## config.mk

```make
export PLATFORM = sky130hd
export DESIGN_NAME = izoom_blend
export DESIGN_NICKNAME = d
export VERILOG_FILES = /design/src/design/izoom_pkg.sv /design/src/design/izoom_blend.sv
export SDC_FILE = /design/constraint.sdc
export NUM_CORES = 2
export LEC_CHECK = 0
export CORE_MARGIN = 2
export CORE_UTILIZATION = 60
export DETAILED_ROUTE_END_ITERATION = 8
export DONT_BUFFER_PORTS = 1
export GPL_ROUTABILITY_DRIVEN = 0
export PLACE_DENSITY = 0.8
export SLEW_MARGIN = 20
export SYNTH_ARGS = -nofsm -noshare
export SYNTH_HDL_FRONTEND = slang
export SYNTH_SLANG_ARGS = --single-unit
```

## constraint.sdc

```tcl
create_clock -name clock -period 10.1 [get_ports clock]
set_input_delay 3.03 -clock clock [delete_from_list [all_inputs] [get_ports clock]]
set_output_delay 3.03 -clock clock [all_outputs]
set_load 0.005 [all_outputs]
```

## src/design/izoom_pkg.sv

```systemverilog
// Shared types, register codes and blend arithmetic for the image zoom block.
// Used by the blend unit and the top level; depends on nothing else.
package izoom_pkg;

   // One RGBA pixel as it is held in the frame store.
   typedef struct packed {
      logic [7:0] alpha;
      logic [7:0] blue;
      logic [7:0] green;
      logic [7:0] red;
   } pix_type;

   // Control that the pipeline hands to the blend unit.
   typedef struct packed {
      logic adv;
      logic smooth;
   } blend_ctrl_type;

   // Register indexes on the configuration port.
   localparam logic [2:0] REG_SRC_WIDTH  = 3'd0;
   localparam logic [2:0] REG_SRC_HEIGHT = 3'd1;
   localparam logic [2:0] REG_STEP_HORZ  = 3'd2;
   localparam logic [2:0] REG_STEP_VERT  = 3'd3;
   localparam logic [2:0] REG_MIRROR_H   = 3'd4;
   localparam logic [2:0] REG_MIRROR_V   = 3'd5;
   localparam logic [2:0] REG_SMOOTH     = 3'd6;

   // Width of a coordinate times a step product.
   localparam int PROD_W = 36;

   // a + floor((b - a) * f / 65536), kept to 8 bits. Only bits 23:16 of the
   // product survive the final mask, so the shift is a plain part-select.
   function automatic logic [7:0] lerp8(input logic [7:0] a, input logic [7:0] b,
                                        input logic [15:0] f);
      logic signed [8:0]  d;
      logic signed [25:0] p;
      d = $signed({1'b0, b}) - $signed({1'b0, a});
      p = d * $signed({1'b0, f});
      return p[23:16] + a;
   endfunction

   function automatic pix_type lerp_pix(input pix_type a, input pix_type b,
                                        input logic [15:0] f);
      pix_type r;
      r.red   = lerp8(a.red,   b.red,   f);
      r.green = lerp8(a.green, b.green, f);
      r.blue  = lerp8(a.blue,  b.blue,  f);
      r.alpha = lerp8(a.alpha, b.alpha, f);
      return r;
   endfunction

endpackage

```

## src/design/izoom_blend.sv

```systemverilog
// Two-stage bilinear blend: horizontal pair blends, then the vertical blend; nearest mode passes p00.
// Depends on izoom_pkg for the pixel type and the blend function.
module izoom_blend import izoom_pkg::*; (
   input  logic           clock,
   input  blend_ctrl_type ctrl,
   input  pix_type        p00,
   input  pix_type        p01,
   input  pix_type        p10,
   input  pix_type        p11,
   input  logic [15:0]    frac_x,
   input  logic [15:0]    frac_y,
   output pix_type        pix_out
);

   pix_type     t1_ff, t1_in, t2_ff, t2_in, out_ff, out_in;
   logic [15:0] fy_ff;

   // Horizontal blends; nearest mode passes the base pixel through.
   always_comb begin
      t1_in = ctrl.smooth ? lerp_pix(p00, p01, frac_x) : p00;
      t2_in = lerp_pix(p10, p11, frac_x);
   end

   // Vertical blend into the output register.
   always_comb begin
      out_in = ctrl.smooth ? lerp_pix(t1_ff, t2_ff, fy_ff) : t1_ff;
   end

   always_ff @(posedge clock) begin
      if (ctrl.adv) begin
         t1_ff  <= t1_in;
         t2_ff  <= t2_in;
         fy_ff  <= frac_y;
         out_ff <= out_in;
      end
   end

   assign pix_out = out_ff;

endmodule

```

# After elaboration in Yosys (flattened, before gate mapping)
# Cells that the tools add are included.
# word_totals
ff_bits	112
# classes
addsub	24
mul	12
muxes	2
# op_table
op	n
$mul A9 B17 Y24	12
$sub A8 B8 Y9	12
$add A8 B8 Y8	12
$mux W32	2

# Logic depth before layout (Yosys ltp)
# logic_depth
word_depth	4
depth_mapped	40

# Least setup slack after synthesis
# No wires, ideal clock.
# synth_timing
path_type	input port to flip-flop
startpoint	input p01[0] (netlist name)
endpoint	register t1_ff[7] (netlist name), data pin
setup_ns	0.258
t_arrival_ns	10.576
setup_slack_ns	-0.734
path_stages	38
n_path_buf	1
path_cell_list	inv_1 > ha_1 > fa_1 > nor2b_1 > o21ai_0 > a21boi_0 > o21ai_0 > nor2b_1 > xnor2_1 > clkbuf_1 > nand2_1 > fa_1 > fa_1 > inv_1 > fa_1 > fa_1 > inv_1 > fa_1 > [2 not listed] > a21oi_1 > o21ai_0 > nor4b_1 > nor2_1 > a221oi_1 > nor2b_1 > nor2b_1 > nor2_1 > xnor2_1 > ha_1 > nand2_1 > o21ai_0 > o41ai_1 > xnor2_1 > o21a_1 > or3_1 > mux2i_1 > xnor2_1
# synth_rtl
element	line	text
start, declared	izoom_blend.sv:7	input pix_type p01,
end signal, assigned	izoom_blend.sv:31	t1_ff <= t1_in;
end, declared	izoom_blend.sv:15	pix_type t1_ff, t1_in, t2_ff, t2_in, out_ff, out_in;

==> impl_metrics.csv <==
group,metric,value,unit
routing,post_drt_wl_per_cell,20.37,um
yosys,async_reset_ff_frac,0,
sta,relSlewSlack,0.2977,
yosys,synth_top_cell_area_share,0.3969,
critical_path,path_class,"input port to flop",
global_routing,grtUsageMet2,0.5426,
yosys,ys_seq_area_frac,0.05556,
die,core-area,100000,sq um
die,die_area,103400,sq um
critical_path,reg2reg_from,"t2_ff[0]",
die,num_rows,116,
global_routing,grt_usage,0.3224,
clock_network,clock-sinks,112,
sta,tightest_slew,1.048,ns
yosys,ys.flop_type,"edfxtp_1",
final_layout,layout.nets,8911,
routing,route.detailed.drc,0,
yosys,synth.avg_cell_area,9.322,sq um
die,start_util,0.6053,
sta,setup_viol,4,
critical_path,worstSetupStartpointType,"input port",
placement,dp_hpwl,125.9,mm
critical_path,slowest_delay,0.60,ns
placement,detailed_place.area,64850,sq um
routing,avgViaCountPerCell,5.780,
routing,drt_iter0_drc,3050,
clock_network,cts_buffers,9,
critical_path,cp_max_fo,9,
routing,num_vias,46254,
global_routing,grt_pass1_vias,50061,
global_routing,use_met1,0.4022,
final_layout,final_area,66680,sq um
yosys,ys_warn_count,0,
final_layout,post-route-util,0.6668,
yosys,synth_largest_area_cell,"fa_1",
clock_network,clk_latency,0.44,ns
final_layout,num-fill-cells,7502,
final_layout,drive_above_1_share,0.1264,
routing,routed_wl,163.0,mm
sta,fmax,96.32,MHz
placement,io_buffer_count,0,
clock_network,htreeDepth,3,
yosys,synth_edf_count,112,
critical_path,cp-end-kind,"flop",
die,die_y,321.6,um
clock_network,cts_tree,"done",
critical_path,cp_slowest_cell,"fa_1",
critical_path,cp.required,10.30,ns
sta,worst_slack,-0.2824,ns
clock_network,cts-root-buf,"clkbuf_16",
outcome,violations,"setup timing",
yosys,syn_inst,6494,
critical_path,crit_arrival,10.58,ns
final_layout,area_growth_syn_to_layout,10.15,%
routing,drtAntennaViolNets,0,
global_routing,antenna_found_initial,9,
sta,rsz0062_at_grt,"true",
hold_path,min_from,"t1_ff[15]",
critical_path,regToRegSetupSlack,0.23,ns
clock_network,cts_buffer_depth,2,
sta,finClkSkew,0.03666,ns
clock_network,clk_pin_slew_worst_paths,0.11,ns
global_routing,grt_most_used_layer,"met2",
yosys,synth_cell_type_count,74,
die,die_w,321.6,um
global_routing,use_met3,0.06074,
job,drv_cap,0,
sta,drv_slew,0,
outcome,status,"complete, but fails checks",
sta,fin_crit,10.38,ns
die,ios,195,
yosys,ys_seq_elements,112,
yosys,synthTopCellsByArea,"fa_1, ha_1, and2_1, inv_1, edfxtp_1",
critical_path,cp-startpoint,"p01[0]",
sta,fin_crit_sh,1.028,
yosys,syn-cell-area,60530,sq um
global_routing,grt-ovfl-total,0,
global_routing,grt_pass1_wl,261.6,mm
sta,hold_violations,0,
global_routing,grt_max_degree,116,
yosys,synth_fp_nets,8707,
clock_network,cts_hold_buffers,0,
hold_path,min_path_type,"flop to flop",
routing,drtPass1Iterations,7,
## cells in the final DEF (no fill, tap or decap), types with 11 or more instances in the layout
cell	instances
and2_1	790
a21o_1	80
ha_2	13
o21a_1	27
xnor2_2	17
nand2b_1	360
or2_2	56
a21oi_1	73
xnor2_1	174
inv_2	13
o21ai_0	90
o21ai_2	25
nand2_2	11
nor2_2	12
or3_1	30
nand3_1	20
ha_4	17
a21oi_2	39
edfxtp_1	112
nor3_1	50
nor2b_1	35
inv_1	1084
nor2_1	268
xor2_1	51
fa_2	19
fa_1	1181
buf_6	14
a21boi_2	12
buf_4	456
ha_1	820
nand2_1	463
o21ai_1	28
## layer usage
layer	up-vias	share of wire
met3	428	0.089
met1	23519	0.37
met5	-	0.00050
met4	12	0.055
li1	20382	-
met2	1913	0.48
## area by class of cell
class                           count  area (sq um)  area share
Clock buffer                        9         225.2    0.003378
Antenna cell                        1         2.502  0.00003753
Inverter                         1102          4172     0.06256
Sequential cell                   112          3363     0.05044
Clock inverter                      7         93.84    0.001407
Multi-Input combinational cell   4991         53390      0.8007
Tap cell                         1298          1624     0.02436
Timing Repair Buffer              482          3811     0.05716
## critical path: cells and delay by family
kind                       cells  cell delay (ns)
and+or+nand+nor               10             1.76
muxes                          1             0.16
buffers and inverters          3             0.30
AOI/OAI and AO/OA              9             1.46
xor gates and xnor gates       4             0.49
adders and majority gates      9             3.40
## cells by family (layout without fill, tap and decap cells)
group | count (synthesis) | after routing | synth area share
and+or+nand+nor | 2182 | 2182 | 0.1940
buffers and inverters | 1392 | 1600 | 0.08631
adders and majority gates | 2050 | 2050 | 0.5725
xor gates and xnor gates | 254 | 255 | 0.03698
DFF | 112 | 112 | 0.05556
muxes | 13 | 13 | 0.002522
other | 0 | 1 | 0
AOI/OAI and AO/OA | 491 | 491 | 0.05211
## metrics by stage
| step | setup TNS (ns) | hold WS, ns | setup slack [ns] | instances |
|---|---|---|---|---|
| 5_1_grt | -3.122 | 0.6444 | -0.5382 | 8002 |
| 6_report | -0.7274 | 0.6338 | -0.2824 | 8002 |
| 4_1_cts | -0.3862 | 0.6390 | -0.1141 | 7970 |
| 3_5_place_dp | -15.20 | 0.6202 | -0.9543 | 7943 |
| 3_3_place_gp | -9.874 | 0.6263 | -0.7512 | 7942 |
| 2_1_floorplan | -1.090 | 0.5498 | -0.3234 | 6494 |
## registers in the layout, summed over array words and instances, names as in the netlist
register  cells
pix_out      32
t1_ff        32
t2_ff        32
fy_ff        16
## cell usage after synthesis (4+ instances only)
| master | number |
|---|---|
| a2111oi_0 | 4 |
| a211oi_1 | 16 |
| a21boi_0 | 19 |
| a21o_1 | 80 |
| a21oi_1 | 117 |
| a311oi_1 | 6 |
| a31oi_1 | 6 |
| a41o_1 | 4 |
| and2_1 | 796 |
| and3_1 | 9 |
| clkbuf_1 | 287 |
| edfxtp_1 | 112 |
| fa_1 | 1200 |
| ha_1 | 850 |
| inv_1 | 1101 |
| mux2_2 | 8 |
| mux2i_1 | 4 |
| nand2_1 | 476 |
| nand2b_1 | 360 |
| nand3_1 | 21 |
| nand4_1 | 6 |
| nand4b_1 | 4 |
| nor2_1 | 280 |
| nor2b_1 | 47 |
| nor3_1 | 57 |
| nor3b_1 | 5 |
| nor4_1 | 8 |
| o2111ai_1 | 5 |
| o211ai_1 | 5 |
| o21a_1 | 27 |
| o21ai_0 | 141 |
| o21ba_2 | 4 |
| o21bai_1 | 12 |
| o31a_1 | 6 |
| o41ai_1 | 6 |
| or2_2 | 58 |
| or3_1 | 32 |
| or4_1 | 6 |
| xnor2_1 | 194 |
| xor2_1 | 59 |
## what timing repair did
item	4_1_cts	5_1_grt
hold endpoints to repair	0	0
gates cloned	0	1
pin swaps	49	203
buffers inserted	11	32
gates resized for setup	65	222
endpoints found under the setup margin	15	31
## final timing paths
| check | to | cells past startpoint |
|---|---|---|
| worst max-delay path | t1_ff[7] | 36 |
| worst min-delay path | pix_out[15] | 1 |
| worst max register to register | pix_out[7] | 32 |
| worst min register to register | pix_out[15] | 1 |
Power is not shown: default switching activity piles up to over one toggle a cycle in this logic, so the estimate is an artifact.
